File: config.mk
export PLATFORM = sky130hd
export DESIGN_NAME = sorted_neighbor_table_core_flat
export DESIGN_NICKNAME = d
export VERILOG_FILES = /design/src/rtl/core/snt_pkg.sv /design/src/rtl/core/snt_if.sv /design/src/rtl/core/snt_cell.sv /design/src/rtl/core/sorted_neighbor_table_core.sv /design/src/flat_wrapper.sv
export SDC_FILE = /design/constraint.sdc
export NUM_CORES = 2
export LEC_CHECK = 0
export BUFFER_PORTS_ARGS = -buffer_cell sky130_fd_sc_hd__buf_4
export CORE_MARGIN = 3
export CORE_UTILIZATION = 50
export CTS_CLUSTER_DIAMETER = 200
export DETAILED_ROUTE_END_ITERATION = 8
export GPL_TIMING_DRIVEN = 0
export PLACE_DENSITY = 0.68
export RECOVER_POWER = 50
export SLEW_MARGIN = 0
export SYNTH_ARGS = -nofsm -noshare
export SYNTH_HDL_FRONTEND = slang
export SYNTH_SLANG_ARGS = --single-unit
File: constraint.sdc
create_clock -name clk -period 6.7 [get_ports clk]
set_input_delay 1.34 -clock clk [delete_from_list [all_inputs] [get_ports clk]]
set_output_delay 1.34 -clock clk [all_outputs]
set_load 0.03 [all_outputs]
File: src/rtl/core/snt_pkg.sv
// ---------------------------------------------------------------------------
// snt_pkg
// Shared types, codes and key compare functions for the sorted neighbor table.
// ---------------------------------------------------------------------------
package snt_pkg;

    localparam int MAX_ENTRIES_DEF = 16;
    localparam int POS_W           = 4;
    localparam int COUNT_OUT_W     = 5;
    localparam logic [15:0] INVALID_ID = 16'hFFFF;

    typedef enum logic [2:0] {
        OP_ADD    = 3'd0,
        OP_UPDATE = 3'd1,
        OP_REMOVE = 3'd2,
        OP_GET    = 3'd3,
        OP_CLEAR  = 3'd4
    } op_t;

    typedef enum logic [1:0] {
        ST_OK    = 2'd0,
        ST_FULL  = 2'd1,
        ST_RANGE = 2'd2
    } status_t;

    typedef struct packed {
        logic [15:0]        id;
        logic [7:0]         dtype;
        logic [7:0]         ver;
        logic [7:0]         hops;
        logic signed [7:0]  sig;
    } nb_entry_t;

    typedef enum logic [1:0] {
        CELL_HOLD   = 2'd0,
        CELL_INSERT = 2'd1,
        CELL_REMOVE = 2'd2,
        CELL_CLEAR  = 2'd3
    } cell_op_t;

    typedef struct packed {
        cell_op_t mode;
        logic     tie_en;
    } cell_ctrl_t;

    // a strictly ahead of b
    function automatic logic goes_before(input nb_entry_t a, input nb_entry_t b);
        logic r;
        if (a.hops != b.hops)
        begin
            r = (a.hops < b.hops);
        end
        else
        begin
            r = ($signed(a.sig) > $signed(b.sig));
        end
        return r;
    endfunction

    function automatic logic keys_equal(input nb_entry_t a, input nb_entry_t b);
        return (a.hops == b.hops) && (a.sig == b.sig);
    endfunction

endpackage

File: src/rtl/core/snt_if.sv
// ---------------------------------------------------------------------------
// snt_req_if / snt_rsp_if
// Valid/ready channels for table operations and their results.
// ---------------------------------------------------------------------------
interface snt_req_if;
    logic              valid;
    logic              ready;
    logic [2:0]        operation;
    logic [3:0]        position;
    logic [15:0]       node_id;
    logic [7:0]        node_kind;
    logic [7:0]        version;
    logic [7:0]        hop_count;
    logic signed [7:0] signal_strength;

    modport source (
        output valid, operation, position, node_id, node_kind, version,
               hop_count, signal_strength,
        input  ready
    );
    modport sink (
        input  valid, operation, position, node_id, node_kind, version,
               hop_count, signal_strength,
        output ready
    );
endinterface

interface snt_rsp_if;
    logic              valid;
    logic              ready;
    logic [1:0]        status;
    logic [4:0]        entry_count;
    logic [15:0]       out_node_id;
    logic [7:0]        out_node_kind;
    logic [7:0]        out_version;
    logic [7:0]        out_hop_count;
    logic signed [7:0] out_signal_strength;

    modport source (
        output valid, status, entry_count, out_node_id, out_node_kind,
               out_version, out_hop_count, out_signal_strength,
        input  ready
    );
    modport sink (
        input  valid, status, entry_count, out_node_id, out_node_kind,
               out_version, out_hop_count, out_signal_strength,
        output ready
    );
endinterface

File: src/rtl/core/snt_cell.sv
// ---------------------------------------------------------------------------
// snt_cell
// One table slot: holds an entry, decides insert/shift against its neighbors.
// ---------------------------------------------------------------------------
module snt_cell import snt_pkg::*; #(
    parameter int CNT_W = 5,
    parameter int INDEX = 0
) (
    input  logic             clk,
    input  cell_ctrl_t       ctrl,
    input  logic [CNT_W-1:0] count_lim,
    input  logic [CNT_W-1:0] pos_ext,
    input  nb_entry_t        new_entry,
    input  nb_entry_t        left_entry,
    input  logic             left_ins,
    input  nb_entry_t        right_entry,
    output logic             ins,
    output nb_entry_t        entry
);

    localparam logic [CNT_W-1:0] MY_IDX = CNT_W'(INDEX);

    nb_entry_t entry_reg;
    nb_entry_t entry_next;
    logic      held;

    assign held = (MY_IDX < count_lim);

    // insertion point flag, monotone along the row
    assign ins = !held || goes_before(new_entry, entry_reg) ||
                 (ctrl.tie_en && keys_equal(new_entry, entry_reg) && (MY_IDX >= pos_ext));

    always_comb
    begin
        entry_next = entry_reg;
        unique case (ctrl.mode)
            CELL_HOLD:
            begin
                entry_next = entry_reg;
            end
            CELL_INSERT:
            begin
                if (left_ins)
                begin
                    entry_next = left_entry;
                end
                else if (ins)
                begin
                    entry_next = new_entry;
                end
            end
            CELL_REMOVE:
            begin
                if (MY_IDX >= pos_ext)
                begin
                    entry_next = right_entry;
                end
            end
            CELL_CLEAR:
            begin
                entry_next.id = INVALID_ID;
            end
        endcase
    end

    always_ff @(posedge clk)
    begin
        entry_reg <= entry_next;
    end

    assign entry = entry_reg;

endmodule

File: src/rtl/core/sorted_neighbor_table_core.sv
// ---------------------------------------------------------------------------
// sorted_neighbor_table_core
// Neighbor table kept sorted by hop count, then signal strength, in a cell row.
// ---------------------------------------------------------------------------
// Add, remove, get and clear act on the row when taken; update first closes the
// gap at the old position, then in state S_UPD inserts the new entry. The row
// shifts by at most one slot per cycle. Results are registered, so a new
// transaction is taken while the previous result is being drained. No clearing
// pass after reset; only held slots are ever read.
module sorted_neighbor_table_core import snt_pkg::*; #(
    parameter int MAX_ENTRIES = MAX_ENTRIES_DEF
) (
    input  logic      clk,
    input  logic      rst_n,
    snt_req_if.sink   req,
    snt_rsp_if.source rsp
);

    localparam int CNT_W = $clog2(MAX_ENTRIES + 1);
    localparam int IDX_W = $clog2(MAX_ENTRIES);
    localparam int CMP_W = (CNT_W > POS_W) ? CNT_W : POS_W;
    localparam logic [CNT_W-1:0] FULL_CNT = CNT_W'(MAX_ENTRIES);

    typedef enum logic [1:0] {
        S_IDLE = 2'b01,
        S_UPD  = 2'b10
    } state_t;

    state_t           state_reg, state_next;
    logic [CNT_W-1:0] count_reg, count_next;
    logic [CNT_W-1:0] pos_reg, pos_next;
    nb_entry_t        upd_entry_reg, upd_entry_next;

    logic             rsp_valid_reg, rsp_valid_next;
    status_t          status_reg, status_next;
    logic [CNT_W-1:0] rsp_count_reg, rsp_count_next;
    nb_entry_t        rd_reg, rd_next;

    logic             fire;
    logic             pos_ok;
    nb_entry_t        in_entry;
    nb_entry_t        new_entry;
    cell_ctrl_t       ctrl;
    logic [CNT_W-1:0] count_lim;
    logic [CNT_W-1:0] pos_ext;

    nb_entry_t cell_q      [MAX_ENTRIES];
    nb_entry_t left_q      [MAX_ENTRIES];
    nb_entry_t right_q     [MAX_ENTRIES];
    logic      cell_ins    [MAX_ENTRIES];
    logic      left_ins    [MAX_ENTRIES];

    assign req.ready = (state_reg == S_IDLE) && (!rsp_valid_reg || rsp.ready);
    assign fire      = req.valid && req.ready;
    assign pos_ok    = CMP_W'(req.position) < CMP_W'(count_reg);

    assign in_entry.id    = req.node_id;
    assign in_entry.dtype = req.node_kind;
    assign in_entry.ver   = req.version;
    assign in_entry.hops  = req.hop_count;
    assign in_entry.sig   = req.signal_strength;

    always_comb
    begin
        state_next     = state_reg;
        count_next     = count_reg;
        pos_next       = pos_reg;
        upd_entry_next = upd_entry_reg;
        rsp_valid_next = rsp_valid_reg && !rsp.ready;
        status_next    = status_reg;
        rsp_count_next = rsp_count_reg;
        rd_next        = rd_reg;
        ctrl.mode      = CELL_HOLD;
        ctrl.tie_en    = 1'b0;
        count_lim      = count_reg;
        pos_ext        = CNT_W'(req.position);
        new_entry      = in_entry;

        unique case (state_reg)
            S_IDLE:
            begin
                if (fire)
                begin
                    rsp_valid_next = 1'b1;
                    status_next    = ST_OK;
                    rd_next        = '0;
                    unique case (op_t'(req.operation))
                        OP_ADD:
                        begin
                            if (count_reg == FULL_CNT)
                            begin
                                status_next = ST_FULL;
                            end
                            else
                            begin
                                ctrl.mode  = CELL_INSERT;
                                count_next = count_reg + CNT_W'(1);
                            end
                        end
                        OP_UPDATE:
                        begin
                            if (!pos_ok)
                            begin
                                status_next = ST_RANGE;
                            end
                            else
                            begin
                                ctrl.mode      = CELL_REMOVE;
                                pos_next       = CNT_W'(req.position);
                                upd_entry_next = in_entry;
                                rsp_valid_next = 1'b0;
                                state_next     = S_UPD;
                            end
                        end
                        OP_REMOVE:
                        begin
                            if (!pos_ok)
                            begin
                                status_next = ST_RANGE;
                            end
                            else
                            begin
                                ctrl.mode  = CELL_REMOVE;
                                count_next = count_reg - CNT_W'(1);
                            end
                        end
                        OP_GET:
                        begin
                            if (!pos_ok)
                            begin
                                status_next = ST_RANGE;
                            end
                            else
                            begin
                                rd_next = cell_q[IDX_W'(req.position)];
                            end
                        end
                        OP_CLEAR:
                        begin
                            ctrl.mode  = CELL_CLEAR;
                            count_next = '0;
                        end
                        default:
                        begin
                            status_next = ST_OK;
                        end
                    endcase
                    rsp_count_next = count_next;
                end
            end
            S_UPD:
            begin
                // insert behind equal keys ahead of the old slot, ahead of the rest
                ctrl.mode      = CELL_INSERT;
                ctrl.tie_en    = 1'b1;
                count_lim      = count_reg - CNT_W'(1);
                pos_ext        = pos_reg;
                new_entry      = upd_entry_reg;
                rsp_valid_next = 1'b1;
                status_next    = ST_OK;
                rsp_count_next = count_reg;
                rd_next        = '0;
                state_next     = S_IDLE;
            end
            default:
            begin
                state_next = S_IDLE;
            end
        endcase
    end

    always_ff @(posedge clk or negedge rst_n)
    begin
        if (!rst_n)
        begin
            state_reg     <= S_IDLE;
            count_reg     <= '0;
            rsp_valid_reg <= 1'b0;
        end
        else
        begin
            state_reg     <= state_next;
            count_reg     <= count_next;
            rsp_valid_reg <= rsp_valid_next;
        end
    end

    always_ff @(posedge clk)
    begin
        pos_reg       <= pos_next;
        upd_entry_reg <= upd_entry_next;
        status_reg    <= status_next;
        rsp_count_reg <= rsp_count_next;
        rd_reg        <= rd_next;
    end

    genvar i;
    generate
        for (i = 0; i < MAX_ENTRIES; i++)
        begin : g_row
            if (i == 0)
            begin : g_first
                assign left_q[i]   = cell_q[i];
                assign left_ins[i] = 1'b0;
            end
            else
            begin : g_mid
                assign left_q[i]   = cell_q[i-1];
                assign left_ins[i] = cell_ins[i-1];
            end
            if (i == MAX_ENTRIES - 1)
            begin : g_last
                assign right_q[i] = cell_q[i];
            end
            else
            begin : g_inner
                assign right_q[i] = cell_q[i+1];
            end

            snt_cell #(
                .CNT_W (CNT_W),
                .INDEX (i)
            ) u_cell (
                .clk         (clk),
                .ctrl        (ctrl),
                .count_lim   (count_lim),
                .pos_ext     (pos_ext),
                .new_entry   (new_entry),
                .left_entry  (left_q[i]),
                .left_ins    (left_ins[i]),
                .right_entry (right_q[i]),
                .ins         (cell_ins[i]),
                .entry       (cell_q[i])
            );
        end
    endgenerate

    assign rsp.valid               = rsp_valid_reg;
    assign rsp.status              = status_reg;
    assign rsp.entry_count         = COUNT_OUT_W'(rsp_count_reg);
    assign rsp.out_node_id         = rd_reg.id;
    assign rsp.out_node_kind       = rd_reg.dtype;
    assign rsp.out_version         = rd_reg.ver;
    assign rsp.out_hop_count       = rd_reg.hops;
    assign rsp.out_signal_strength = rd_reg.sig;

`ifndef NO_ASSERTIONS
    a_count_bound: assert property (@(posedge clk) disable iff (!rst_n)
        count_reg <= FULL_CNT)
        else $error("entry count beyond table size");

    a_upd_result: assert property (@(posedge clk) disable iff (!rst_n)
        state_reg == S_UPD |=> rsp_valid_reg && state_reg == S_IDLE)
        else $error("update did not complete in its second cycle");

    a_upd_blocks: assert property (@(posedge clk) disable iff (!rst_n)
        state_reg == S_UPD |-> !req.ready)
        else $error("transaction accepted during update insert");

    a_add_count: assert property (@(posedge clk) disable iff (!rst_n)
        fire && req.operation == OP_ADD && count_reg != FULL_CNT
        |=> count_reg == $past(count_reg) + CNT_W'(1))
        else $error("add did not grow the table");
`endif

endmodule
File: src/flat_wrapper.sv
// flat-port wrapper written by rule: the top's interface ports become plain ports
module sorted_neighbor_table_core_flat import snt_pkg::*;
#(
    parameter int MAX_ENTRIES = MAX_ENTRIES_DEF
)
  (clk, rst_n, req_valid, req_operation, req_position, req_node_id, req_node_kind, req_version, req_hop_count, req_signal_strength, req_ready, rsp_valid, rsp_status, rsp_entry_count, rsp_out_node_id, rsp_out_node_kind, rsp_out_version, rsp_out_hop_count, rsp_out_signal_strength, rsp_ready);
  snt_req_if req_i ();
  snt_rsp_if rsp_i ();
  input  logic clk;
  input  logic rst_n;
  input wire logic [$bits(req_i.valid)-1:0] req_valid;
  input wire logic [$bits(req_i.operation)-1:0] req_operation;
  input wire logic [$bits(req_i.position)-1:0] req_position;
  input wire logic [$bits(req_i.node_id)-1:0] req_node_id;
  input wire logic [$bits(req_i.node_kind)-1:0] req_node_kind;
  input wire logic [$bits(req_i.version)-1:0] req_version;
  input wire logic [$bits(req_i.hop_count)-1:0] req_hop_count;
  input wire logic [$bits(req_i.signal_strength)-1:0] req_signal_strength;
  output wire logic [$bits(req_i.ready)-1:0] req_ready;
  output wire logic [$bits(rsp_i.valid)-1:0] rsp_valid;
  output wire logic [$bits(rsp_i.status)-1:0] rsp_status;
  output wire logic [$bits(rsp_i.entry_count)-1:0] rsp_entry_count;
  output wire logic [$bits(rsp_i.out_node_id)-1:0] rsp_out_node_id;
  output wire logic [$bits(rsp_i.out_node_kind)-1:0] rsp_out_node_kind;
  output wire logic [$bits(rsp_i.out_version)-1:0] rsp_out_version;
  output wire logic [$bits(rsp_i.out_hop_count)-1:0] rsp_out_hop_count;
  output wire logic [$bits(rsp_i.out_signal_strength)-1:0] rsp_out_signal_strength;
  input wire logic [$bits(rsp_i.ready)-1:0] rsp_ready;
  assign req_i.valid = req_valid;
  assign req_i.operation = req_operation;
  assign req_i.position = req_position;
  assign req_i.node_id = req_node_id;
  assign req_i.node_kind = req_node_kind;
  assign req_i.version = req_version;
  assign req_i.hop_count = req_hop_count;
  assign req_i.signal_strength = req_signal_strength;
  assign req_ready = req_i.ready;
  assign rsp_valid = rsp_i.valid;
  assign rsp_status = rsp_i.status;
  assign rsp_entry_count = rsp_i.entry_count;
  assign rsp_out_node_id = rsp_i.out_node_id;
  assign rsp_out_node_kind = rsp_i.out_node_kind;
  assign rsp_out_version = rsp_i.out_version;
  assign rsp_out_hop_count = rsp_i.out_hop_count;
  assign rsp_out_signal_strength = rsp_i.out_signal_strength;
  assign rsp_i.ready = rsp_ready;
  sorted_neighbor_table_core #(.MAX_ENTRIES(MAX_ENTRIES)) u_core (.clk(clk), .rst_n(rst_n), .req(req_i), .rsp(rsp_i));
endmodule
After elaboration in Yosys (flattened, before gate mapping)

Index checks and enable logic that the tools add are counted.

Multiplexer cells: 127
Eq/ne operators: 92
Reduce and logical (&&, ||, !) cells: 146
Bitwise logic cells: 3
Add/subtract/negate cells: 2
$lt $le $gt $ge: 66

Operator list:

| kind                                                                                | count |
|---|---|
| 48-bit 2-to-1 mux                                                                   | 52 |
| 32-bit one-hot mux with 2 select lines                                              | 15 |
| 16-bit one-hot mux with 3 select lines                                              | 15 |
| 8-bit equality test                                                                 | 32 |
| 48-bit binary-select mux with 4-bit select                                          | 1 |
| 8-bit greater-than comparator                                                       | 16 |
| 8-bit less-than comparator                                                          | 16 |
| 8-bit != test                                                                       | 16 |
| 48-bit one-hot mux with 2 select lines                                              | 1 |
| 3-bit AND reduction                                                                 | 31 |
| 1-bit logical AND                                                                   | 51 |
| 3-bit != test (second input constant)                                               | 15 |
| 4-bit by 5-bit greater-or-equal comparator with 1-bit output (first input constant) | 8 |
| 4-bit by 5-bit less-than comparator with 1-bit output (first input constant)        | 8 |
| 2-bit != test (second input constant)                                               | 17 |
| 1-bit logical OR                                                                    | 33 |
| 16-bit one-hot mux with 2 select lines                                              | 1 |
| 1-bit 2-to-1 mux                                                                    | 22 |
| 3-bit by 5-bit greater-or-equal comparator with 1-bit output (first input constant) | 4 |
| 3-bit by 5-bit less-than comparator with 1-bit output (first input constant)        | 4 |
| 5-bit 2-to-1 mux                                                                    | 4 |
| 1-bit logical NOT                                                                   | 18 |
| 2-bit 2-to-1 mux                                                                    | 8 |
| 5-bit one-hot mux with 3 select lines                                               | 1 |
| other kinds (29)                                                                    | 47 |

Output and inout port bits: 57
Word-level logic and storage cells: 532
Flip-flop bits (word level): 883
Input port bits: 59

Logic depth before layout (Yosys ltp)

Depth in word-level cells: 10
Depth in mapped cells: 19
Depth with buffers taken out: 13

Modules after synthesis

Synthesis repeated with hierarchy kept, for this count alone.

Cell total of the unflattened synthesis: 5,063
Area, all modules: 58,402.3 um2

By module, submodules not included:

| module                             | seq. area each (um2) | times used | area each (um2) | cells each |
|---|---|---|---|---|
| sorted_neighbor_table_core         | 3,414.5              | 1          | 11,148.2        | 765 |
| snt_cell (u_core.g_row[10].u_cell) | 1,441.4              | 1          | 3,007.9         | 267 |
| snt_cell (u_core.g_row[4].u_cell)  | 1,441.4              | 1          | 2,990.4         | 265 |
| snt_cell (u_core.g_row[0].u_cell)  | 1,441.4              | 1          | 2,981.6         | 263 |
| snt_cell (u_core.g_row[9].u_cell)  | 1,441.4              | 1          | 2,981.6         | 268 |
| snt_cell (u_core.g_row[8].u_cell)  | 1,441.4              | 1          | 2,977.9         | 268 |
| snt_cell (u_core.g_row[13].u_cell) | 1,441.4              | 1          | 2,975.4         | 262 |
| snt_cell (u_core.g_row[12].u_cell) | 1,441.4              | 1          | 2,955.3         | 263 |
| snt_cell (u_core.g_row[7].u_cell)  | 1,441.4              | 1          | 2,954.1         | 262 |
| snt_cell (u_core.g_row[5].u_cell)  | 1,441.4              | 1          | 2,950.3         | 260 |
| snt_cell (u_core.g_row[15].u_cell) | 1,441.4              | 1          | 2,932.8         | 280 |
| snt_cell (u_core.g_row[1].u_cell)  | 1,441.4              | 1          | 2,931.6         | 263 |
| snt_cell (u_core.g_row[2].u_cell)  | 1,441.4              | 1          | 2,926.6         | 261 |
| snt_cell (u_core.g_row[3].u_cell)  | 1,441.4              | 1          | 2,926.6         | 282 |
| +3 rows                            | --                   | --         | --              | -- |

Least setup slack after synthesis

Ideal clock, no wire load.

Path type: flip-flop to flip-flop
From: reg u_core.state_reg[0]
To: reg u_core.g_row[12].u_cell.entry_reg, in the netlist u_core.g_row[12].u_cell.entry[0] (enable)
Setup time: 480 ps
Path buffers: 7
Required time: 6,220 ps
Period minus slack after synthesis: 7,102 ps
Stages on the path, launching flop included: 18
Arrival: 6,622 ps
Slack: -402 ps
Cells stage by stage: dfstp_2 inv_1 ha_1 buf_2 buf_2 buf_2 buf_2 mux2_2 clkbuf_1 ha_1 a21o_1 a221o_1 a221o_1 nand3_1 a31oi_1 buf_2 buf_4 a311oi_1

Cells in the longest elaborated chain, start to end: 9
Elaborated cells on any way between the ends: 44
Those cells by class: 8 x order compare; 12 x eq/ne; 8 x mux; 16 x reduce/logical

RTL lines:

| element                                                               | RTL line                          | source |
|---|---|---|
| from (decl)                                                           | sorted_neighbor_table_core.sv:29  | `state_t state_reg, state_next;` |
| from (signal assigned)                                                | sorted_neighbor_table_core.sv:182 | `state_reg <= state_next;` |
| branches (longest 8 deep; another with 8-bit greater-than comparator) | --                                |  |
| 3-bit AND reduction (no line) *                                       | --                                |  |
| to (signal assigned)                                                  | snt_cell.sv:68                    | `entry_reg <= entry_next;` |
| to (decl)                                                             | snt_cell.sv:23                    | `nb_entry_t entry_reg;` |

Every way passes the cells marked *.
A chain may end at the register's enable or synchronous reset.

Worst setup path in the final report

From: reg u_core.state_reg[0]
To: reg u_core.g_row[7].u_cell.entry_reg, in the netlist u_core.g_row[7].u_cell.entry[19] (enable)

Cells in the longest elaborated chain, start to end: 9
Elaborated cells on any way between the ends: 44
Those cells by class: 8 x order compare; 12 x eq/ne; 8 x mux; 16 x reduce/logical

RTL lines:

| element                                                               | RTL line |
|---|---|
| branches (longest 8 deep; another with 8-bit greater-than comparator) | -- |
| 3-bit AND reduction (no line) *                                       | -- |
| to (signal assigned)                                                  | snt_cell.sv:68 |
| to (decl)                                                             | snt_cell.sv:23 |

Marked as above.

==> impl_metrics.tcl <==
set metrics [dict create \
    post-place-cells 6795 \
    rsz0062_at_grt "yes" \
    critPathCaptureType "flop" \
    layout_commonest_cell "edfxtp_1" \
    yosys_most_used_dff "edfxtp_1" \
    numCtsBuffers 102 \
    r2r_end "u_core.g_row[7].u_cell.entry[19]" \
    clk_latency_ns 0.73 \
    totalWireLength_um 236000 \
    slew_viol_final 131 \
    required_ns 7.10 \
    path_max_fanout 19 \
    violations "capacitance limit, slew limit, setup timing" \
    grt_pass1_vias 46300 \
    seq_area_frac_synth_pct 46.4 \
    multi_input_area_um2 28000 \
    period_needed_ns 6.83 \
    crit_path_frequent_cell "buf_2" \
    clock-sinks 883 \
    fill_cells 9749 \
    vdd_ir_drop_max_mv 0.242 \
    drt_iter0_drc 7488 \
    start_util_pct 50.5 \
    fin_util_pct 56.9 \
    crit_arrival_ns 7.22 \
    h-tree-depth 3 \
    pwr_density_cell_nw_per_um2 371 \
    fin_cells 7014 \
    r2r-start "u_core.state_reg[0]" \
    netlist-cell-type-count 85 \
    start_kind "flop" \
    grt_pass1_wl_um 333000 \
    drt_pass1_iterations 6 \
    finalSetupViolCount 130 \
    fin_crit_sh_pct 102 \
    dpl_worst_slack_ns -0.868 \
    rrSetupSlack_ns -0.13 \
    grt_use_total_pct 39.3 \
    tightest_slew_ns 3.13 \
    yosys_warnings 0 \
    max_freq_mhz 146 \
    slowest_stage "o41ai_4" \
    ant_nets 0 \
    path_class "flop to flop" \
    fin_nets 5745 \
    core_area_um2 113000 \
    routed_via_density 6.91 \
    whs_path_depth 1 \
    layout_common_cells "edfxtp_1 (875), o21ai_0 (632), mux2i_1 (514)" \
    min_path_type "flop to flop" \
    place_congestion 1.02 \
    worst_slack_ns -0.128 \
    clkTransAtPathRegs_ns 0.06 \
    synth_nets 5457 \
    synth_area_um2 57100 \
    ys_seq_elements 883 \
    antenna_found_initial 9 \
    drive_above_1_share_pct 14.1 \
    die_area_um2 118000 \
    syn_avg_cell_area_um2 11.1 \
    grt_overflow 0 \
    register_area_um2 26500 \
    power.total_w 0.0238 \
    cts_root_buffer "clkbuf_16" \
    port-buffer-count 114 \
    worst-r2r-cell-count 18 \
    cts_tree "built" \
    clk_path_buf_depth 3 \
    area.growth.synth_to_final_pct 12.7 \
    rows 123 \
    status "finished with violations" \
    slew_headroom_pct -111 \
    hp-start "u_core.state_reg[1]" \
    drc_errors 0 \
    hold_viol 0 \
    netlist_instances 5130 \
    largest_reg_flops 768 \
    die_h_um 344 \
    pin_count 116 \
    vias 48500 \
    drv_cap 8 \
    grt_max_degree 29 \
    dieWidth_um 344 \
    hpwl_um 174000 \
    fin_skew_ns 0.0426 \
    crit_chain "inv_1 > ha_1 > buf_2 > buf_2 > buf_4 > buf_2 > mux2_2 > clkinvlp_4 > ha_1 > inv_1 > a21oi_1 > o21ai_0 > a31oi_1 > o41ai_4 > buf_2 > nand4b_1 > and3_2 > buf_12" \
    leakage_nw 23.2 \
    async_flop_share_pct 0.906 \
    wire_per_inst_um 33.7 \
    slowest_delay_ns 0.60 \
    synth-edff-count 875 \
    hold_end "u_core.state_reg[1]" \
]
-- logic make-up after synthesis --
group           Yosys count  share of synthesized area, %
mux                     822                          19.8
simple gates            935                          7.60
xor+xnor                  5                         0.103
fa+ha+maj               268                          5.87
compound gates         1480                          14.8
flops                   883                          46.4
buf+inv                 737                          5.39
-- cells in the mapped netlist (all sizes together), types with 14 or more instances --
master	instances	area [um2]
a211oi	27	208
a21o	111	833
a21oi	381	1910
a311oi	20	175
a31o	33	289
a31oi	19	119
and3	16	105
and3b	17	149
buf	138	826
clkbuf	305	1140
edfxtp	875	26300
ha	268	3350
inv	293	1100
mux2	67	754
mux2i	515	5160
mux4	240	5410
nand2	399	1500
nand2b	40	250
nand3	59	295
nand4	51	319
nor2	219	822
nor2b	71	444
nor3	26	135
o211ai	14	105
o21ai	677	3390
o22ai	115	719
o31ai	26	195
-- power breakdown --
group          internal (W)  switching (W)
logic               0.00313        0.00578
clock network       0.00335        0.00248
registers           0.00809       0.000999
total                0.0146        0.00926
-- critical path: cells and delay by family (launching register included) --
kind	cells	cell delay, ns
AOI/OAI and AO/OA	4	1.34
and+or+nand+nor	2	0.76
DFF	1	0.37
buffers and inverters	9	2.95
muxes	1	0.34
adders and majority gates	2	0.69
-- layout make-up --
| class | count | share of cell area, % |
|---|---|---|
| multi-input combinational | 3510 | 43.5 |
| sequential | 883 | 41.2 |
| clock buffer | 130 | 4.23 |
| tap | 1500 | 2.92 |
| buffer | 428 | 2.91 |
| timing repair buffer | 199 | 2.57 |
| inverter | 294 | 1.73 |
| clock inverter | 60 | 0.969 |
| antenna | 10 | 0.0389 |
-- routing by layer --
layer	up-vias	part of all wire [%]	track usage, %
met5	-	0.025	0
met4	4	9.2	28.8
met3	881	13	11.8
met2	3946	41	56.3
met1	23600	36	50.4
li1	20100	-	-
-- worst max-delay path by stage --
| stage | start | slack, ns | to |
|---|---|---|---|
| floorplan | u_core.state_reg[0] | 0.68 | u_core.g_row[5].u_cell.entry[0] |
| global placement | u_core.state_reg[0] | -4.56 | u_core.g_row[1].u_cell.entry[19] |
| detailed placement | u_core.state_reg[0] | -0.87 | u_core.g_row[14].u_cell.entry[17] |
| CTS | u_core.state_reg[0] | 0.004 | u_core.g_row[2].u_cell.entry[16] |
| global route | u_core.state_reg[0] | -0.06 | u_core.g_row[10].u_cell.entry[17] |
| finish | u_core.state_reg[0] | -0.13 | u_core.g_row[7].u_cell.entry[19] |
-- stage by stage --
stage	TNS [ns]	instance area (um2)	hold slack, ns
final	-6.57	64300	0.531
after global routing	-0.980	64300	0.539
after CTS	0	64700	0.424
after detailed placement	-397.52	61100	0.511
after global placement	-2568.70	59900	0.487
after floorplan	0	57100	0.476
-- timing repair --
item / 4_1_cts / 5_1_grt
pin swaps: 6 / 5
resized for setup: 18 / 11
setup buffers: 22 / 12
setup endpoints to repair: 905 / 463
hold buffers: 0 / 0
Note: power is estimated with default switching activity, not from simulation.
